## src/design/printf_integer_field_formatter_defines.svh

```systemverilog
// Assertion macros shared by the formatter RTL.
// Depends on: signals named clk and rst_n in the module that uses them.
`ifndef PRINTF_INTEGER_FIELD_FORMATTER_DEFINES_SVH
`define PRINTF_INTEGER_FIELD_FORMATTER_DEFINES_SVH

// Check that cons holds in the same cycle as ante.
`define PIFMT_ASSERT_SAME(label, ante, cons, msg) \
    label: assert property (@(posedge clk) disable iff (!rst_n) (ante) |-> (cons)) \
        else $error(msg);

// Check that cons holds in the cycle after ante.
`define PIFMT_ASSERT_NEXT(label, ante, cons, msg) \
    label: assert property (@(posedge clk) disable iff (!rst_n) (ante) |=> (cons)) \
        else $error(msg);

`endif

```

## src/design/pifmt_pkg.sv

```systemverilog
// Shared types, constants and helpers for the printf field formatter.
// Depends on: nothing.
package pifmt_pkg;

    // Field limits
    localparam int unsigned MAX_FIELD = 48;
    localparam int unsigned FW        = 6;   // width of width/precision fields
    localparam int unsigned CNT_W     = 7;   // holds a full conversion length
    localparam int unsigned ND_W      = 5;   // digit count, up to 16
    localparam int unsigned DIG_MAX   = 16;
    localparam int unsigned QDEPTH    = 2;   // power of two
    localparam int unsigned QA_W      = $clog2(QDEPTH);

    // Reciprocal of ten for 32-bit operands, used with a right shift of 35
    localparam logic [31:0] RECIP10   = 32'hCCCC_CCCD;
    localparam int unsigned RECIP_SH  = 35;

    // Character codes
    localparam logic [7:0] CH_SPACE   = 8'h20;
    localparam logic [7:0] CH_ZERO    = 8'h30;
    localparam logic [7:0] CH_MINUS   = 8'h2D;
    localparam logic [7:0] CH_X       = 8'h78;
    localparam logic [7:0] CH_PCT     = 8'h25;
    localparam logic [7:0] CH_LOWER_A = 8'h61;
    localparam logic [7:0] CH_UPPER_A = 8'h41;

    // Request action codes
    typedef enum logic [2:0] {
        ACT_SDEC   = 3'd0,
        ACT_UDEC   = 3'd1,
        ACT_HEX_LO = 3'd2,
        ACT_HEX_UP = 3'd3,
        ACT_PTR    = 3'd4,
        ACT_CHAR   = 3'd5,
        ACT_PCT    = 3'd6
    } action_t;

    // Work kinds handed from the front to the back
    typedef enum logic [2:0] {
        K_SDEC,
        K_UDEC,
        K_HEX,
        K_PTR,
        K_CHAR
    } kind_t;

    // Classified conversion command
    typedef struct packed {
        kind_t            kind;
        logic             neg;
        logic             upper;
        logic             zero_fill;
        logic             left_just;
        logic             has_precision;
        logic [FW-1:0]    width;
        logic [FW-1:0]    prec;
        logic [63:0]      mag;
    } cmd_t;

    // Map one digit to its ASCII character
    function automatic logic [7:0] hex_char(input logic [3:0] d, input logic upper);
        logic [7:0] base;
        begin
            base = upper ? CH_UPPER_A : CH_LOWER_A;
            if (d < 4'd10)
            begin
                return CH_ZERO + {4'd0, d};
            end
            return base + {4'd0, d} - 8'd10;
        end
    endfunction

endpackage

```

## src/design/pifmt_in_if.sv

```systemverilog
// Request channel interface: one parsed conversion per request.
// Depends on: nothing.
interface pifmt_in_if;
    logic        valid;
    logic        ready;
    logic [2:0]  action;
    logic        zero_fill;
    logic        left_just;
    logic        has_precision;
    logic [5:0]  field_width;
    logic [5:0]  precision_digits;
    logic [63:0] value;

    modport source (
        output valid, action, zero_fill, left_just, has_precision,
               field_width, precision_digits, value,
        input  ready
    );

    modport sink (
        input  valid, action, zero_fill, left_just, has_precision,
               field_width, precision_digits, value,
        output ready
    );
endinterface

```

## src/design/pifmt_front.sv

```systemverilog
// Front end: accepts requests, classifies the action and clamps the fields.
// Depends on: pifmt_pkg, pifmt_in_if.
module pifmt_front
    import pifmt_pkg::*;
(
    pifmt_in_if.sink fmt_in,
    output logic     push_valid,
    input  logic     push_ready,
    output cmd_t     push_data
);

    logic          known_act;
    logic [31:0]   v32;
    logic [FW-1:0] width_sat;
    logic [FW-1:0] prec_sat;

    assign v32 = fmt_in.value[31:0];

    // Clamp width and precision to the field limit
    assign width_sat = (fmt_in.field_width > FW'(MAX_FIELD)) ? FW'(MAX_FIELD)
                                                             : fmt_in.field_width;
    assign prec_sat  = (fmt_in.precision_digits > FW'(MAX_FIELD)) ? FW'(MAX_FIELD)
                                                                  : fmt_in.precision_digits;

    // Classify the request and prepare the magnitude
    always_comb
    begin
        push_data               = '0;
        known_act               = 1'b1;
        push_data.zero_fill     = fmt_in.zero_fill;
        push_data.left_just     = fmt_in.left_just;
        push_data.has_precision = fmt_in.has_precision;
        push_data.width         = width_sat;
        push_data.prec          = prec_sat;
        case (action_t'(fmt_in.action))
            ACT_SDEC:
            begin
                push_data.kind = K_SDEC;
                push_data.neg  = v32[31];
                push_data.mag  = {32'd0, (v32[31] ? (32'd0 - v32) : v32)};
            end
            ACT_UDEC:
            begin
                push_data.kind = K_UDEC;
                push_data.mag  = {32'd0, v32};
            end
            ACT_HEX_LO:
            begin
                push_data.kind = K_HEX;
                push_data.mag  = {32'd0, v32};
            end
            ACT_HEX_UP:
            begin
                push_data.kind  = K_HEX;
                push_data.upper = 1'b1;
                push_data.mag   = {32'd0, v32};
            end
            ACT_PTR:
            begin
                push_data.kind = K_PTR;
                push_data.mag  = fmt_in.value;
            end
            ACT_CHAR:
            begin
                push_data.kind = K_CHAR;
                push_data.mag  = {56'd0, fmt_in.value[7:0]};
            end
            ACT_PCT:
            begin
                push_data.kind = K_CHAR;
                push_data.mag  = {56'd0, CH_PCT};
            end
            default:
            begin
                // Drop requests with no meaning
                known_act = 1'b0;
            end
        endcase
    end

    assign push_valid   = fmt_in.valid && known_act;
    assign fmt_in.ready = push_ready;

endmodule

```

## src/flat_wrapper.sv

```systemverilog
// flat-port wrapper written by rule: the top's interface ports become plain ports
module pifmt_front_flat import pifmt_pkg::*;
  (push_valid, push_ready, push_data, fmt_in_valid, fmt_in_action, fmt_in_zero_fill, fmt_in_left_just, fmt_in_has_precision, fmt_in_field_width, fmt_in_precision_digits, fmt_in_value, fmt_in_ready);
  pifmt_in_if fmt_in_i ();
  output logic push_valid;
  input  logic push_ready;
  output cmd_t push_data;
  input wire logic [$bits(fmt_in_i.valid)-1:0] fmt_in_valid;
  input wire logic [$bits(fmt_in_i.action)-1:0] fmt_in_action;
  input wire logic [$bits(fmt_in_i.zero_fill)-1:0] fmt_in_zero_fill;
  input wire logic [$bits(fmt_in_i.left_just)-1:0] fmt_in_left_just;
  input wire logic [$bits(fmt_in_i.has_precision)-1:0] fmt_in_has_precision;
  input wire logic [$bits(fmt_in_i.field_width)-1:0] fmt_in_field_width;
  input wire logic [$bits(fmt_in_i.precision_digits)-1:0] fmt_in_precision_digits;
  input wire logic [$bits(fmt_in_i.value)-1:0] fmt_in_value;
  output wire logic [$bits(fmt_in_i.ready)-1:0] fmt_in_ready;
  assign fmt_in_i.valid = fmt_in_valid;
  assign fmt_in_i.action = fmt_in_action;
  assign fmt_in_i.zero_fill = fmt_in_zero_fill;
  assign fmt_in_i.left_just = fmt_in_left_just;
  assign fmt_in_i.has_precision = fmt_in_has_precision;
  assign fmt_in_i.field_width = fmt_in_field_width;
  assign fmt_in_i.precision_digits = fmt_in_precision_digits;
  assign fmt_in_i.value = fmt_in_value;
  assign fmt_in_ready = fmt_in_i.ready;
  pifmt_front u_core (.fmt_in(fmt_in_i), .push_valid(push_valid), .push_ready(push_ready), .push_data(push_data));
endmodule
```

## config.mk

```make
export PLATFORM = sky130hd
export DESIGN_NAME = pifmt_front_flat
export DESIGN_NICKNAME = d
export VERILOG_FILES = /design/src/design/printf_integer_field_formatter_defines.svh /design/src/design/pifmt_pkg.sv /design/src/design/pifmt_in_if.sv /design/src/design/pifmt_front.sv /design/src/flat_wrapper.sv
export SDC_FILE = /design/constraint.sdc
export NUM_CORES = 1
export LEC_CHECK = 0
export ABC_AREA = 1
export BUFFER_PORTS_ARGS = -buffer_cell sky130_fd_sc_hd__buf_4
export CORE_MARGIN = 8
export CORE_UTILIZATION = 36
export DETAILED_ROUTE_END_ITERATION = 16
export GPL_ROUTABILITY_DRIVEN = 0
export PLACE_DENSITY = 0.9
export SLEW_MARGIN = 10
export SYNTH_ARGS = -nofsm -noshare
export SYNTH_HDL_FRONTEND = slang
export SYNTH_SLANG_ARGS = --single-unit
```

## constraint.sdc

```tcl
create_clock -name vclk -period 0.9
set_input_delay 0 -clock vclk [all_inputs]
set_output_delay 0 -clock vclk [all_outputs]
set_load 0.02 [all_outputs]
```

* Word-level counts from Yosys, hierarchy flattened *
Index checks and enable logic that the tools add are counted.

cells by class
  order comparisons = 2
  eq/ne operators = 6
  reduce and logical (&&, ||, !) cells = 6
  multiplexer cells = 8
  add/sub/neg operators = 1

operators with widths
  operator                                              count
  case mux 64 bit (5 select lines)                      1
  two-way mux 32 bit                                    1
  subtractor 1 x 32 -> 32 bit (first input constant)    1
  > comparator 6 bit (second input constant)            2
  two-way mux 6 bit                                     2
  case mux 3 bit (4 select lines)                       1
  equality test 3 bit (second input constant)           3
  OR reduction 7 bit                                    1
  equality test 3 x 2 -> 1 bit (second input constant)  2
  OR reduction 2 bit                                    2
  equality test 3 x 1 -> 1 bit (second input constant)  1
  zero test 3 bit                                       1
  two-way mux 1 bit                                     3
  OR reduction 3 bit                                    1
  logical AND 1 bit                                     1

storage, ports and cells
  flip-flop bits (word level) = 0
  output and inout port bits = 86
  logic and storage cells = 23

* Logic depth before layout (Yosys ltp) *
Gate-level depths: netlist of run 1.

  depth in word-level cells = 4
  mapped depth = 10
  depth with buffers taken out = 10

* Worst setup path before layout of run 1 *
OpenSTA, ideal clock, no wires.

  path type = input to output
  start = input port fmt_in_value[1]
  end = output port push_data[18] (netlist bit)
  path slack = -270 ps
  path buffers = 0
  stages on the path = 10
  arrival = 1170 ps
  required time = 900 ps
  cells stage by stage = inv_1 -> ha_1 -> nand2_2 -> nor2_4 -> nand2_4 -> nand2_8 -> nand2_4 -> nand2_1 -> nand2_1 -> o21ai_1

RTL lines
  item         line                text
  from (decl)  flat_wrapper.sv:15  input wire logic [$bits(fmt_in_i.value)-1:0] fmt_in_value;
  to (decl)    flat_wrapper.sv:7   output cmd_t push_data;

==> results of run 1 <==
==> worst max path at each step <==
| stage | end | slack (ns) |
|---|---|---|
| floorplan | push_data[18] | -0.05 |
| global placement | push_data[18] | -0.33 |
| detailed placement | push_data[18] | -0.37 |
| CTS | push_data[18] | -0.32 |
| global route | push_data[24] | -0.52 |
| finish | push_data[26] | -0.48 |
==> layer usage <==
layer  routed length, um  GRT usage  up-vias
met5                   0          0        -
met3                1530     0.0395      105
met4                 954      0.150        0
li1                    -          -     1721
met2                6160      0.478      330
met1                4400      0.290     1678
==> repair_timing <==
item | in CTS | in global routing
endpoints found under the hold margin | 0 | 0
endpoints found under the setup margin | 36 | 38
gates resized for setup | 67 | 60
gates cloned | 1 | 1
pin swaps | 23 | 30
setup buffers | 6 | 5
==> placed cells by master, fill, tap and decap left out, types with 8 or more instances in the layout <==
master / n
nand2_4: 11
buf_6: 25
nand3_2: 16
o21ai_0: 13
nand2_2: 24
buf_4: 199
nor2_2: 12
nand3_1: 30
nor2_1: 62
o21ai_2: 8
o21ai_1: 8
nand2_1: 84
nor2_4: 10
inv_1: 79
==> through the flow <==
stage                     area, um^2   util  hold slack, ns
after global routing            4230  0.824       0.0000322
final                           4230  0.824      0.00000881
after floorplan                 2000      -          0.0887
after detailed placement        3650  0.709        0.000137
after global placement          3650  0.709        0.000137
after CTS                       3940  0.766        0.000137
==> layout make-up <==
type               count  area share
repair buffers       230       0.448
inverters             86      0.0792
multi-input cells    318       0.452
well taps             70      0.0207
==> power by group <==
group	switching, mW	total, mW	internal [mW]
logic	1.22	2.22	1.01
registers	0	0	0
clock network	0	0	0
total	1.22	2.22	1.01
==> critical path, delay by kind of cell <==
| kind | cells | cell delay, ns |
|---|---|---|
| AND/OR/NAND/NOR | 6 | 0.79 |
| AO/OA/AOI/OAI | 1 | 0.33 |
| buffers and inverters | 2 | 0.24 |
==> kinds of logic after synthesis <==
kind of cell | Yosys count
simple gates | 264
buf+inv | 104
compound gates | 51
fa+ha+maj | 2
==> key figures, run 1 <==
Worst setup path
  – Critical Path Start: fmt_in_value[19]
  – CP Data Arrival Time: between 1 and 1.5 ns
  – CP Data Required Time: approximately 0.9 ns
  – Setup Crit Path Kind: input pin to output port
  – Critical path launch point type: input pin
  – Crit-path max FO: 5
  – Crit path largest cell delay: 0.33 ns
  – CP cell instances: buf_4 > nor2_1 > nand2_1 > o21ai_0 > nand3_1 > nand2_1 > nand3_1 > nand2_2 > buf_6
  – Setup crit end kind: output port
  – CP max-delay cell: o21ai_0

Timing
  – Fin crit period: roughly 1.4 ns
  – Hold Fails Final Rpt: 0
  – Setup TNS: -10.38 ns
  – FMAX: 0.723 GHz
  – Unrepaired setup endpoints after global routing: true
  – Max-slew violations: 0
  – PnR worst setup slack: -0.484 ns
  – Endpoints failing setup: 32
  – Slew HR: 0.711
  – Tcrit/Tclk final: 1.54
  – Worst Tran Pin Value: 0.429 ns

Global route
  – Total gr overflow: 0
  – Initial antenna violation count: 0
  – First-pass GRT wire length: 16900 um
  – Number of global-route vias before repair: 3503
  – Largest net degree at the start of global routing: 35
  – Gr usage total: 0.266

Place
  – IO buf count: about 160
  – DP Cell Count: 691
  – DP Wirelength: roughly 8400 um
  – Post-place setup slack: -0.370 ns

Synth
  – Area contributors post-synth: nand2_1, inv_1, nor2_1
  – Syn Nets: between 500 and 600
  – Post-Synth Adder-Cell Area: 0.0131
  – Synth Area in Simple Gates: 0.614
  – Synth area leader: nand2_1
  – Synth Area in Compound Gates: 0.153
  – Count leader, synth: nand2_1
  – Avg Cell Area, Syn: 4.55 um^2
  – Sequential fraction of the synthesis area: 0
  – Synth Area in XOR/XNOR: 0
  – Synth warn: 0
  – Mux contribution to synthesized area: 0
  – Gate Count Post-Synth: 421
  – Post-synth top area share: 0.215
  – Commonest cells in the netlist: nand2_1, inv_1, nor2_1
  – Area of the mapped netlist: 1920 um^2
  – Post-synth cell types: 31
  – Largest family of logic cells by synthesized area: simple AND/OR/NAND/NOR gates

Finish
  – Seq cells: 0
  – Clkbuf count: 0
  – Share of post-route cells with drive strength above 1: 0.538
  – # diodes: 0
  – P&R area growth vs syn: 121%
  – Final nets: ~720
  – Fill cells: approximately 310
  – Register area: 0 um^2
  – Multi-input logic area: approximately 1900 um^2
  – Non-filler cells, final: 704

Die
  – Die area: about 7900 um^2
  – Core ar.: 5140 um^2
  – Num ports: 170
  – Die Span X: 89.0 um
  – Num rows: 26
  – Die Height: just under 90 um
  – Initial Util: 0.373

Run status
  – Status: complete, but fails checks
  – Failing checks: negative setup slack

Hold path
  – Worst Hold Endpoint: fmt_in_ready
  – Hold_sp: push_ready
  – Hold depth: 0
  – Hold Crit Class: input pin to output port

Power and ir drop
  – Pleak: 2.39 nW
  – PwrDens: about 520 nW/um^2
  – Maximum VDD drop: 0.297 mV
  – Total Power: 2.22 mW

CTS
  – Hold_buf cts: 0

Drt
  – Drt total wl: 13000 um
  – Drt drc: 0
  – Vias/cell: 5.45
  – Vias: 3834
  – Antenna-violating nets left: 0
  – First-pass iteration count of the detailed router: 5
  – WL/cell: 18.5 um
  – First-iteration detailed-routing DRC count: 469

Flow run
  – Max_cap viols: 0
No activity file was read; power rests on OpenSTA's default activity.
==> run 2, diff against run 1 <==
- CELL_PAD_IN_SITES_DETAIL_PLACEMENT: default -> 1
- CELL_PAD_IN_SITES_GLOBAL_PLACEMENT: default -> 1
- CORE_UTILIZATION: 36 -> 20
- PLACE_DENSITY: 0.9 -> 0.8
==> run 2 against run 1 <==
Net effect:
- the flow still finishes with violations (negative setup slack)
- core utilization is 34 points lower
- non-clock buffer count rose by 18
- combinational power increased by 5%
- clock-buffer cell count is the same
==> key figures, run 2 (synthesis results as in run 1) <==
Finish
  – Fill cells: between 1k and 1.5k
  – Most frequent cells in the layout: buf_4, nand2_1, inv_1
  – P&R area growth vs syn: 134%
  – Share of post-route cells with drive strength above 1: 0.541
  – Non-filler cells, final: roughly 800
  – Most common cell after layout, fill and taps aside: buf_4
  – # diodes: 0
  – Multi-input logic area: 1880 um^2
  – Clkbuf count: 0
  – Seq cells: 0
  – Register area: 0 um^2
  – Final nets: 740

CTS
  – Hold_buf cts: 0

Drt
  – Antenna-violating nets left: 0
  – WL/cell: around 18 um
  – Vias/cell: about 4.7
  – First-pass iteration count of the detailed router: 4
  – Vias: 3679
  – First-iteration detailed-routing DRC count: slightly below 90
  – Drt drc: 0
  – Drt total wl: 14000 um

Worst setup path
  – Critical path launch point type: input pin
  – Setup Crit Path Kind: input pin to output port
  – Crit-path max FO: 3
  – Setup crit end kind: output port
  – CP Data Required Time: approximately 0.9 ns
  – CP Data Arrival Time: 1.30 ns

Timing
  – Slew HR: 0.766
  – Endpoints failing setup: 32
  – Max-slew violations: 0
  – Hold Fails Final Rpt: 0
  – Fin crit period: 1.30 ns
  – PnR worst setup slack: -0.404 ns
  – Unrepaired setup endpoints after global routing: true
  – FMAX: 0.767 GHz
  – Worst Tran Pin Value: 0.347 ns
  – Tcrit/Tclk final: 1.45
  – Min Hold Slack: 0.00000881 ns
  – Setup TNS: -8.96 ns

Place
  – DP Cell Count: 765
  – DP Wirelength: around 10000 um
  – IO buf count: between 150 and 200
  – Post-place setup slack: -0.385 ns

Power and ir drop
  – PwrDens: 517 nW/um^2
  – Pleak: 2.47 nW
  – Maximum VDD drop: 0.183 mV

Die
  – Core ar.: 9280 um^2
  – Die Height: between 100 and 150 um
  – Initial Util: 0.206
  – Num ports: 170
  – Num rows: 35
  – Die area: ~13000 um^2
  – Die Span X: 114 um

Global route
  – Initial antenna violation count: 0
  – Number of global-route vias before repair: about 4k
  – Total gr overflow: 0
  – Gr usage total: 0.182
  – First-pass GRT wire length: 19500 um
  – Largest net degree at the start of global routing: 35

Run status
  – Status: complete, but fails checks
  – Failing checks: negative setup slack

Hold path
  – Hold Crit Class: input pin to output port

Flow run
  – Max_cap viols: 0
[run 2: through the flow]
stage	util	cell area [um^2]	total power [mW]
2_1_floorplan	-	2000	0.898
3_3_place_gp	0.418	3880	1.94
3_5_place_dp	0.418	3880	2.00
4_1_cts	0.461	4280	2.19
5_1_grt	0.483	4490	2.47
6_report	0.483	4490	2.32
[run 2: area by class of cell]
cell class                 instances  share of cell area
timing repair buffer             248               0.468
multi-input combinational        318               0.420
inverter                          86              0.0759
tap                              129              0.0360
[run 2: worst max-delay path, stage by stage]
cell and delay, ns:
buf_6 0.10, clkinvlp_4 0.12, ha_2 0.20, nand3_1 0.15
inv_2 0.13, nand2_1 0.10, nand2_2 0.10, nand3_1 0.11
nand3_2 0.11, nand2_2 0.04, buf_4 0.15
[run 2: timing repair]
action | in CTS | in global routing
pin swaps | 23 | 18
setup buffers | 7 | 5
cloned | 2 | 2
endpoints found under the setup margin | 65 | 64
resized for setup | 89 | 40
[run 2: routing by layer]
layer / track usage / up-vias / routed length, um / share of wire
li1: - / 1757 / - / -
met1: 0.181 / 1752 / 5210 / 0.37
met2: 0.388 / 140 / 7800 / 0.56
met3: 0.0222 / 30 / 649 / 0.046
met4: 0.0311 / 0 / 347 / 0.025
met5: 0 / - / 0 / 0
[run 2: final timing paths]
kind	depth (start not counted)	to	startpoint
worst min-delay path	0	fmt_in_ready	push_ready
worst max-delay path	11	push_data[30]	fmt_in_value[0]
[run 2: power breakdown]
part	internal [mW]	switching, mW
logic	1.09	1.23
registers	0	0
clock network	0	0
total	1.09	1.23
