File: src/design/printf_integer_field_formatter_defines.svh
// Assertion macros shared by the formatter RTL.
// Depends on: signals named clk and rst_n in the module that uses them.
`ifndef PRINTF_INTEGER_FIELD_FORMATTER_DEFINES_SVH
`define PRINTF_INTEGER_FIELD_FORMATTER_DEFINES_SVH

// Check that cons holds in the same cycle as ante.
`define PIFMT_ASSERT_SAME(label, ante, cons, msg) \
    label: assert property (@(posedge clk) disable iff (!rst_n) (ante) |-> (cons)) \
        else $error(msg);

// Check that cons holds in the cycle after ante.
`define PIFMT_ASSERT_NEXT(label, ante, cons, msg) \
    label: assert property (@(posedge clk) disable iff (!rst_n) (ante) |=> (cons)) \
        else $error(msg);

`endif

File: src/design/pifmt_pkg.sv
// Shared types, constants and helpers for the printf field formatter.
// Depends on: nothing.
package pifmt_pkg;

    // Field limits
    localparam int unsigned MAX_FIELD = 48;
    localparam int unsigned FW        = 6;   // width of width/precision fields
    localparam int unsigned CNT_W     = 7;   // holds a full conversion length
    localparam int unsigned ND_W      = 5;   // digit count, up to 16
    localparam int unsigned DIG_MAX   = 16;
    localparam int unsigned QDEPTH    = 2;   // power of two
    localparam int unsigned QA_W      = $clog2(QDEPTH);

    // Reciprocal of ten for 32-bit operands, used with a right shift of 35
    localparam logic [31:0] RECIP10   = 32'hCCCC_CCCD;
    localparam int unsigned RECIP_SH  = 35;

    // Character codes
    localparam logic [7:0] CH_SPACE   = 8'h20;
    localparam logic [7:0] CH_ZERO    = 8'h30;
    localparam logic [7:0] CH_MINUS   = 8'h2D;
    localparam logic [7:0] CH_X       = 8'h78;
    localparam logic [7:0] CH_PCT     = 8'h25;
    localparam logic [7:0] CH_LOWER_A = 8'h61;
    localparam logic [7:0] CH_UPPER_A = 8'h41;

    // Request action codes
    typedef enum logic [2:0] {
        ACT_SDEC   = 3'd0,
        ACT_UDEC   = 3'd1,
        ACT_HEX_LO = 3'd2,
        ACT_HEX_UP = 3'd3,
        ACT_PTR    = 3'd4,
        ACT_CHAR   = 3'd5,
        ACT_PCT    = 3'd6
    } action_t;

    // Work kinds handed from the front to the back
    typedef enum logic [2:0] {
        K_SDEC,
        K_UDEC,
        K_HEX,
        K_PTR,
        K_CHAR
    } kind_t;

    // Classified conversion command
    typedef struct packed {
        kind_t            kind;
        logic             neg;
        logic             upper;
        logic             zero_fill;
        logic             left_just;
        logic             has_precision;
        logic [FW-1:0]    width;
        logic [FW-1:0]    prec;
        logic [63:0]      mag;
    } cmd_t;

    // Map one digit to its ASCII character
    function automatic logic [7:0] hex_char(input logic [3:0] d, input logic upper);
        logic [7:0] base;
        begin
            base = upper ? CH_UPPER_A : CH_LOWER_A;
            if (d < 4'd10)
            begin
                return CH_ZERO + {4'd0, d};
            end
            return base + {4'd0, d} - 8'd10;
        end
    endfunction

endpackage

File: src/design/pifmt_queue.sv
// Short command queue between the classifying front and the formatting back.
// Depends on: pifmt_pkg.
module pifmt_queue
    import pifmt_pkg::*;
(
    input  logic clk,
    input  logic rst_n,
    input  logic push_valid,
    output logic push_ready,
    input  cmd_t push_data,
    output logic pop_valid,
    input  logic pop_ready,
    output cmd_t pop_data
);

    cmd_t            entry_reg [QDEPTH];
    logic [QA_W-1:0] wr_ptr_reg, wr_ptr_next;
    logic [QA_W-1:0] rd_ptr_reg, rd_ptr_next;
    logic [QA_W:0]   count_reg, count_next;
    logic            push;
    logic            pop;

    // Handshake on both sides
    assign push_ready = (count_reg != (QA_W + 1)'(QDEPTH));
    assign pop_valid  = (count_reg != '0);
    assign pop_data   = entry_reg[rd_ptr_reg];
    assign push       = push_valid && push_ready;
    assign pop        = pop_valid && pop_ready;

    // Advance pointers and fill count
    always_comb
    begin
        wr_ptr_next = push ? QA_W'(wr_ptr_reg + 1'b1) : wr_ptr_reg;
        rd_ptr_next = pop ? QA_W'(rd_ptr_reg + 1'b1) : rd_ptr_reg;
        count_next  = count_reg;
        if (push && !pop)
        begin
            count_next = count_reg + 1'b1;
        end
        else if (pop && !push)
        begin
            count_next = count_reg - 1'b1;
        end
    end

    always_ff @(posedge clk or negedge rst_n)
    begin
        if (!rst_n)
        begin
            wr_ptr_reg <= '0;
            rd_ptr_reg <= '0;
            count_reg  <= '0;
        end
        else
        begin
            wr_ptr_reg <= wr_ptr_next;
            rd_ptr_reg <= rd_ptr_next;
            count_reg  <= count_next;
        end
    end

    // Hold queued commands
    always_ff @(posedge clk)
    begin
        if (push)
        begin
            entry_reg[wr_ptr_reg] <= push_data;
        end
    end

endmodule

File: config.mk
export PLATFORM = sky130hd
export DESIGN_NAME = pifmt_queue
export DESIGN_NICKNAME = d
export VERILOG_FILES = /design/src/design/printf_integer_field_formatter_defines.svh /design/src/design/pifmt_pkg.sv /design/src/design/pifmt_queue.sv
export SDC_FILE = /design/constraint.sdc
export NUM_CORES = 1
export LEC_CHECK = 0
export BUFFER_PORTS_ARGS = -buffer_cell sky130_fd_sc_hd__buf_2
export CAP_MARGIN = 0
export CORE_AREA = 2 2 129 119
export DETAILED_ROUTE_END_ITERATION = 16
export DIE_AREA = 0 0 131 121
export GPL_TIMING_DRIVEN = 0
export PLACE_DENSITY = 0.68
export SLEW_MARGIN = 20
export SYNTH_ARGS = -nofsm -noshare
export SYNTH_HDL_FRONTEND = slang
export SYNTH_SLANG_ARGS = --single-unit
File: constraint.sdc
create_clock -name clk -period 5.9 [get_ports clk]
set_clock_uncertainty 0.15 [all_clocks]
set_input_delay 0.295 -clock clk [delete_from_list [all_inputs] [get_ports clk]]
set_output_delay 0.295 -clock clk [all_outputs]
set_load 0.03 [all_outputs]
-- Yosys cells after proc, flatten, opt, wreduce, memory -nomap -nowiden
Memories as Yosys holds them, arrays and structs flattened.
Index checks and enable logic that the tools add are counted.
- equal/unequal tests: 1
- add/subtract/negate cells: 4
- mux-type cells: 4
- reductions and logical operators: 8
- operators with widths (kind ; number):
    1-bit logical AND ; 4
    2-bit 2-to-1 mux ; 2
    2-bit nonzero test ; 2
    1-bit adder (second input constant) ; 2
    2-bit by 1-bit adder with 2-bit output (second input constant) ; 1
    1-bit logical NOT ; 2
    1-bit 2-to-1 mux ; 2
    2-bit inequality test (second input constant) ; 1
    2-bit by 1-bit subtractor with 2-bit output (second input constant) ; 1
- output and inout port bits: 86
- memory bits (writable): 168
- register bits after elaboration: 4
- memories kept: 1
- memory list (memory ; depth ; width ; rd ports ; clocked after memory_dff ; write ports ; line ; source):
    entry_reg ; 2 ; 84 ; 1 ; 0 ; 1 ; pifmt_queue.sv:16 ; cmd_t entry_reg [QDEPTH];

-- Longest topological paths before layout
Gate-level depths: netlist (run 1).
- word-level depth: 6
- mapped depth: 7
- depth with buffers taken out: 7

-- Least setup slack after synthesis (run 1)
Ideal clock, no wire load.
- path type: register to register
- start: reg count_reg[0]
- end: mem entry_reg[0][0] (netlist bit), enable pin
- data arrival time: 4.392 ns
- stages on the path, launching flop included: 4
- path slack: 0.830 ns
- cells stage by stage: dfrtp_1 nand2b_1 nand2_1 nor2_1
- word-level cells in the longest chain between the ends: 4
- ends and longest elaborated chain (element ; line ; source):
    from (decl) ; pifmt_queue.sv:19 ; logic [QA_W:0] count_reg, count_next;
    from (signal assigned) ; pifmt_queue.sv:58 ; count_reg <= count_next;
    2-bit inequality test ; pifmt_queue.sv:24 ; assign push_ready = (count_reg != (QA_W + 1)'(QDEPTH));
    net push_ready ; pifmt_queue.sv:9 ; output logic push_ready,
    1-bit logical AND ; pifmt_queue.sv:27 ; assign push = push_valid && push_ready;
    1-bit 2-to-1 mux ; pifmt_queue.sv:65 ; if (push)
    1-bit 2-to-1 mux (not written as such) ; pifmt_queue.sv:67 ; entry_reg[wr_ptr_reg] <= push_data;
    to (decl) ; pifmt_queue.sv:16 ;
The timed path passes the listed nets, and every way through them passes these cells.

==> results.toml, run 1 <==
[route]
final_antenna_net_count = 0
via_per_inst = 4.60
wl_mm = 12.0
first_iter_violations = 139
drc = 0
wl_per_cell_um = 15.6
drt_pass1_iterations = 4
route.vias.total = 3548

[cts]
path_clk_slew_ns = 0.06
cts_tree = "built"
cts.sinks = 172
htreeDepth = 4
clk_latency_ns = 0.41
clock-root-buffer = "clkbuf_16"
clk_path_buf_depth = 2
ctsResizeCount = 0
cts_buffers = 17

[worst_setup_path]
critPathKind = "flop to output port"
critical_path_required_ns = 5.45
start_kind = "flop"
cp_data_arrival_time_ns = 1.76
worst-path-max-fanout = 10
end_kind = "output port"

[floorplanning]
io_pins = 174
start_util = 0.433
core_area_um2 = 14500
num_rows = 42
fp.dieH_um = 121
die_w_um = 131
die-area_um2 = 15900

[sta]
hold_violations = 0
fin_crit_ns = 2.20
drv_slew = 0
finalCritPeriodShare = 0.373
report.final.setup_viol = 0
slew-limit-headroom = 0.598
max_freq_mhz = 455
fin_setup_tns_ns = 0
rsz0062_at_grt = "no"
worst_pin_slew_ns = 0.603

[layout]
fillers = 1067
largest_reg_flops = 168
layout_common_cells = "176 x buf_2, 168 x edfxtp_1, 85 x dlygate4sd3_1, 50 x mux2_1, 34 x mux2_2"
antennaDiodeCount = 0
drive_gt1_frac = 0.436
final_common_cell = "buf_2"
final_core_util = 0.615
syn_to_final_growth_pct = 41.9
nets = 650

[synth]
ys_ff_latch = 172
synth_area_per_cell_um2 = 22.4
syn_area_um2 = 6260
syn_inst = 279
ys_seq_area_frac = 0.821
yosys_warnings = 0
yosysUniqueCellTypes = 16
synth_fp_nets = 368

[place]
portBuffers = 173
gp_congestion = 0.700
place_hpwl_mm = 7.40

[worst_hold_path]
hp-class = "input pin to flop"

[grt]
grt_overflow = 0
first_global_vias = 3904
antenna_found_initial = 0
track_usage = 0.158
grt_pass1_wl_mm = 18.4
grt_max_degree = 46

[power_and_ir_drop]
power_leakage_nw = 3.39
power_density_nw_per_um2 = 488
power.total_w = 0.00434
ir_drop_mv = 0.472

[run_status]
status = "completed"

[job]
cap_violations = 0
area by class of cell:
cell class	count	area, um2	area share
plain buffers	9	78.8	0.00887
clock buffers	19	433	0.0487
clock inverters	13	78.8	0.00887
inverters	1	3.75	0.000422
multi-input cells	97	1050	0.118
flip-flops and latches	172	5140	0.579
well taps	198	248	0.0279
repair buffers	263	1850	0.209
per-layer routing:
metal / vias up / wire (um) / track usage
met5: - / 0 / 0
met3: 22 / 673 / 0.0485
met2: 116 / 6200 / 0.276
li1: 1669 / - / -
met1: 1741 / 4880 / 0.173
met4: 0 / 288 / 0.0758
report_power, final:
group / internal (W) / switching, W / leakage [nW] / total (W)
logic: 0.000589 / 0.00106 / 1.53 / 0.00165
registers: 0.00167 / 0.0000641 / 1.61 / 0.00173
clock network: 0.000531 / 0.000428 / 0.254 / 0.000959
final timing paths:
kind                       cells past startpoint          from  slack, ns                to
setup / recovery                               4    rd_ptr_reg       3.70       pop_data[9]
hold / removal                                 3     pop_ready       0.03        rd_ptr_reg
setup reg to reg                               5  count_reg[0]       3.88  entry_reg[0][63]
hold reg to reg                                1  count_reg[1]       0.38      count_reg[1]
max in group asynchronous                      2         rst_n       5.42        rd_ptr_reg
min in group asynchronous                      2         rst_n       0.06        wr_ptr_reg
cell usage after synthesis:
cell type  number  area, um2
edfxtp_1      168       5040
dfrtp_1         4        100
nand2_1         2       7.51
and3_1          1       6.26
xnor2_1         3       26.3
mux2_1         50        563
ha_1            1       12.5
inv_1           1       3.75
nand2b_1        1       6.26
mux2_2         34        383
buf_2           3       15.0
buf_4           1       7.51
nor2_1          2       7.51
or2_2           1       6.26
xor2_1          2       17.5
buf_6           5       56.3
repair_timing:
item,CTS,global route
hold endpoints to repair,172,0
setup endpoints to repair,0,0
hold buffers,85,0
buffers inserted,0,0
stage by stage:
step / cells / hold slack [ns] / setup slack, ns / area [um2]
6_report: 772 / 0.0287 / 3.70 / 8890
5_1_grt: 772 / 0.0211 / 3.59 / 8890
4_1_cts: 772 / 0.00546 / 3.64 / 8890
3_5_place_dp: 655 / -0.0421 / 3.88 / 7530
3_3_place_gp: 650 / -0.0450 / -0.861 / 7380
2_1_floorplan: 279 / -0.151 / 0.830 / 6260
cell families (layout without fill, tap and decap cells):
logic type    count (synthesis)  after routing  synth area share
buf+inv                      10            305            0.0132
mux                          84             84             0.151
xor+xnor                      5              5           0.00699
flops                       172            172             0.821
simple gates                  7              7           0.00540
fa+ha+maj                     1              1           0.00200
critical path, stage by stage (launching register included):
cell and delay [ns]:
dfrtp_1 0.37, buf_4 0.25, buf_6 0.19, mux2_1 0.34, buf_2 0.18
(Power assumes the default switching activity.)
==> inputs of run 2 (changes only) <==
==> constraint.sdc (replaced) <==
create_clock -name clk -period 2.3 [get_ports clk]
set_clock_uncertainty 0.15 [all_clocks]
set_input_delay 0.115 -clock clk [delete_from_list [all_inputs] [get_ports clk]]
set_output_delay 0.115 -clock clk [all_outputs]
set_load 0.03 [all_outputs]
==> run 2 against run 1 <==
  * Combinational power rose to 2.5 times the previous value
  * Setup slack worse by 3.5 ns
  * Via count up 1.1%
  * Non-clock buffer count up 3
  * Routed wire length up 1.7%
  * Clock power rose to 2.9 times the previous value
  * Critical endpoint is now entry_reg[0][68]
  * Largest cell class unchanged
==> results.toml, run 2 (synthesized netlist as in run 1, its figures left out) <==
[cts]
clk_path_buf_depth = 2
clock-root-buffer = "clkbuf_16"
htreeDepth = 4
cts.sinks = 172
postCtsSetupBuffers = 0
cts_buffers = 17
clk_latency_ns = 0.42
cts_tree = "built"
path_clk_slew_ns = 0.07

[worst_setup_path]
slowest_stage = "nor2_4"
critical_path_required_ns = 2.27
end_kind = "flop"
cp_data_arrival_time_ns = 2.12
r2r-end = "entry_reg[0][68]"
worst-path-max-fanout = 25
path_buf_inv = 2
regToRegStartpoint = "count_reg[0]"
crit_path_cell_trace = "nand2b_4, nand2_4, nor2_4, buf_12, buf_8"
crit_path_max_incr_delay_ns = 0.56
crit_family = "simple AND/OR/NAND/NOR gates"
start_kind = "flop"
critPathKind = "flop to flop"
r2r_cells = 5
reg2reg_setup_slack_ns = 0.15

[route]
dr_wl_met2_mm = 6.29
final_antenna_net_count = 0
wl_per_cell_um = 15.8
wl_mm = 12.2
route.vias.total = 3586
via_per_inst = 4.63
top_layer = "met4"
drt_pass1_iterations = 5
wl_met3_um = 804
wl_met1_mm = 4.92
first_iter_violations = 170
drc = 0

[layout]
multi_input_area_um2 = 1060
drive_gt1_frac = 0.438
layout_common_cells = "176 x buf_2, 168 x edfxtp_1, 88 x dlygate4sd3_1, 50 x mux2_1, 34 x mux2_2"
syn_to_final_growth_pct = 43.2
final_cells = 775
regArea_um2 = 5140
fillers = 1076
largest_reg_flops = 168
antennaDiodeCount = 0
final_common_cell = "buf_2"
nets = 653
final_core_util = 0.621

[grt]
grt_max_degree = 48
grt_pass1_wl_mm = 18.7
grt_overflow = 0
first_global_vias = 3812
track_usage = 0.158
antenna_found_initial = 0

[sta]
finalCritPeriodShare = 0.934
slew-limit-headroom = 0.530
max_freq_mhz = 465
fin_crit_ns = 2.15
fin_setup_tns_ns = 0
holdWs_ns = 0.266
report.final.setup_viol = 0
drv_slew = 0
hold_violations = 0
rsz0062_at_grt = "no"
worst_pin_slew_ns = 0.703

[place]
gp_congestion = 0.710
place_hpwl_mm = 7.74
portBuffers = 173
dp.cells = 655

[worst_hold_path]
min_from = "push_data[33]"
min_to = "entry_reg[0][33]"
hold_path_depth = 2
hp-class = "input pin to flop"

[power_and_ir_drop]
power_density_nw_per_um2 = 1280
ir_drop_mv = 0.940
power.total_w = 0.0114
power_leakage_nw = 3.42

[floorplanning]
die_w_um = 131
die-area_um2 = 15900
num_rows = 42
fp.dieH_um = 121
io_pins = 174
core_area_um2 = 14500
start_util = 0.433

[job]
cap_violations = 0

[run_status]
status = "completed"
## run 2: cell type report
| class | count | area share |
|---|---|---|
| tap | 198 | 0.0276 |
| clock buffer | 19 | 0.0482 |
| multi-input combinational | 97 | 0.119 |
| inverter | 1 | 0.000418 |
| clock inverter | 13 | 0.0166 |
| buffer | 9 | 0.00879 |
| timing repair buffer | 266 | 0.206 |
| sequential | 172 | 0.573 |
## run 2: repair_timing
action                     in CTS  in global routing
hold endpoints to repair      175                  0
setup endpoints to repair       0                  0
gates resized for setup         0                  0
hold buffers                   88                  0
## run 2: report_power, final
| part | leakage (nW) | total [W] | switching (W) | internal, W |
|---|---|---|---|---|
| sequential | 1.61 | 0.00445 | 0.000173 | 0.00428 |
| clock | 0.280 | 0.00280 | 0.00111 | 0.00169 |
| combinational | 1.53 | 0.00419 | 0.00270 | 0.00149 |
| total | 3.42 | 0.0114 | 0.00398 | 0.00746 |
## run 2: worst max-delay path by stage
stage / start / to / cells past startpoint
after global placement: count_reg[0] / entry_reg[0][40] / 3
after floorplan: count_reg[0] / entry_reg[0][0] / 3
after CTS: count_reg[0] / entry_reg[0][68] / 5
final: count_reg[0] / entry_reg[0][68] / 5
after detailed placement: count_reg[0] / entry_reg[0][40] / 5
after global routing: count_reg[0] / entry_reg[0][35] / 5
## run 2: through the flow
step | setup WS [ns] | cell area (um2)
2_1_floorplan | -0.194 | 6290
3_3_place_gp | -0.814 | 7400
3_5_place_dp | 0.121 | 7510
4_1_cts | 0.109 | 8970
5_1_grt | 0.0407 | 8970
6_report | 0.152 | 8970
## run 2: worst reg2reg max path, delay by kind of cell (launching register included)
kind	cells	cell delay [ns]
DFF	1	0.41
and+or+nand+nor	3	0.81
buffers and inverters	2	0.48
## run 2: routing by layer
layer  GRT usage  up-vias
li1            -     1679
met1       0.177     1768
met2       0.273      121
met3      0.0547       18
met4      0.0685        0
met5           0        -
==> inputs of run 3 (changes only) <==
--- a/config.mk
+++ b/config.mk
@@ -5,9 +5,10 @@
 export SDC_FILE = /design/constraint.sdc
 export NUM_CORES = 1
 export LEC_CHECK = 0
-export BUFFER_PORTS_ARGS = -buffer_cell sky130_fd_sc_hd__buf_2
+export BUFFER_PORTS_ARGS = -buffer_cell sky130_fd_sc_hd__clkbuf_2
 export CAP_MARGIN = 0
 export CORE_AREA = 2 2 129 119
+export CTS_CLUSTER_DIAMETER = 50
 export DETAILED_ROUTE_END_ITERATION = 16
 export DIE_AREA = 0 0 131 121
 export GPL_TIMING_DRIVEN = 0
==> run 3 against run 2 <==
  * Setup slack better by 0.0035 ns
  * Non-clock buffer count shrank 1
  * Cell area is essentially flat
  * Sequential share of layout area about the same
  * Cell count fell by 0.13%
  * Clock-buffer cell count decreased by 1
  * Die area did not move
  * Sequential power hardly changed
  * Register-to-register slack barely moved
  * Combinational power hardly changed
  * Maximum frequency increased by 0.16%
  * Largest power group unchanged
==> results.toml, run 3 (synthesized netlist as in run 1, its figures left out) <==
[cts]
path_clk_slew_ns = 0.06
clk_path_buf_depth = 2
cts.sinks = 172
htreeDepth = 4
cts_buffers = 17
clock-root-buffer = "clkbuf_16"
clk_latency_ns = 0.41
cts_tree = "built"

[layout]
drive_gt1_frac = 0.443
antennaDiodeCount = 0
design_area_um2 = 8980
largest_reg_flops = 168
final_core_util = 0.621
fillers = 1038
syn_to_final_growth_pct = 43.3
final_cells = 774
nets = 652
final_common_cell = "clkbuf_2"
layout_common_cells = "173 x clkbuf_2, 168 x edfxtp_1, 88 x dlygate4sd3_1, 50 x mux2_1, 34 x mux2_2"

[place]
dpl_cell_area_um2 = 7500
place_ws_ns = 0.115
place_hpwl_mm = 7.56
dp.cells = 654
gp_congestion = 0.722
portBuffers = 173

[grt]
track_usage = 0.157
first_global_vias = 3781
grt_pass1_wl_mm = 18.4
grt_max_degree = 46
antenna_found_initial = 0
grt_overflow = 0

[route]
wl_mm = 12.3
drc = 0
route.vias.total = 3557
final_antenna_net_count = 0
drt_pass1_iterations = 4
first_iter_violations = 149
wl_per_cell_um = 15.9
via_per_inst = 4.60

[worst_setup_path]
critical_path_required_ns = 2.27
cp_num_cells = 5
worst-path-max-fanout = 24
start_kind = "flop"
critPathKind = "flop to flop"
cp_data_arrival_time_ns = 2.11
crit_family = "simple AND/OR/NAND/NOR gates"
crit_path_cell_trace = "nand2b_4, nand2_4, nor2_4, buf_12, buf_16"
crit_path_max_incr_delay_ns = 0.59
end_kind = "flop"
slowest_stage = "nor2_4"
path_buf_inv = 2
r2r_cells = 5

[sta]
setup_slack_ns = 0.155
finalCritPeriodShare = 0.932
worst_pin_slew_ns = 0.730
rsz0062_at_grt = "no"
fin_crit_ns = 2.14
max_freq_mhz = 466
holdWs_ns = 0.276
hold_violations = 0
drv_slew = 0
slew-limit-headroom = 0.512
report.final.setup_viol = 0

[power_and_ir_drop]
power_density_nw_per_um2 = 1280
power_leakage_nw = 3.46
ir_drop_mv = 0.843

[floorplanning]
die-area_um2 = 15900
start_util = 0.433
fp.dieH_um = 121
io_pins = 174
core_area_um2 = 14500
die_w_um = 131
num_rows = 42

[worst_hold_path]
hold_path_depth = 2
hp-class = "input pin to flop"

[job]
cap_violations = 0

[run_status]
status = "completed"
run 3: power by group:
part,switching (W),total [W],internal (W),leakage (nW)
logic,0.00274,0.00420,0.00146,1.57
clock network,0.00116,0.00287,0.00171,0.286
registers,0.000174,0.00445,0.00428,1.61
run 3: worst register-to-register path, delay by kind of cell (launching register included):
kind,cells,cell delay [ns]
and+or+nand+nor,3,0.84
buffers and inverters,2,0.46
DFF,1,0.40
run 3: layout make-up:
class	count	area (um2)	area share
tap	198	248	0.0276
sequential	172	5140	0.573
buffer	9	78.8	0.00878
timing repair buffer	265	1840	0.205
multi-input combinational	97	1060	0.118
inverter	1	3.75	0.000418
clock buffer	18	429	0.0478
clock inverter	14	169	0.0188
run 3: what timing repair did:
item | CTS | global route
hold buffers | 88 | 0
setup buffers | 0 | 0
resized for setup | 0 | 0
endpoints found under the hold margin | 175 | 0
run 3: worst paths after layout:
check / startpoint / end / slack, ns
max in group asynchronous: rst_n / count_reg[1] / 1.36
max reg2reg: count_reg[0] / entry_reg[0][68] / 0.16
max: count_reg[0] / entry_reg[0][68] / 0.16
min: push_data[13] / entry_reg[0][13] / 0.28
min in group asynchronous: rst_n / count_reg[0] / 0.47
min reg2reg: count_reg[0] / count_reg[0] / 0.38
run 3: metrics by stage:
| stage | total power [W] | TNS [ns] |
|---|---|---|
| final | 0.0115 | 0 |
| after global routing | 0.0120 | 0 |
| after CTS | 0.0117 | 0 |
| after detailed placement | 0.00865 | 0 |
| after global placement | 0.00848 | -108.40 |
| after floorplan | 0.00738 | -16.30 |
run 3: metal layers:
metal,up-vias,track usage,part of all wire
met3,13,0.0617,0.067
met1,1743,0.170,0.40
met4,0,0.0479,0.015
met5,-,0,0
li1,1680,-,-
met2,121,0.279,0.51
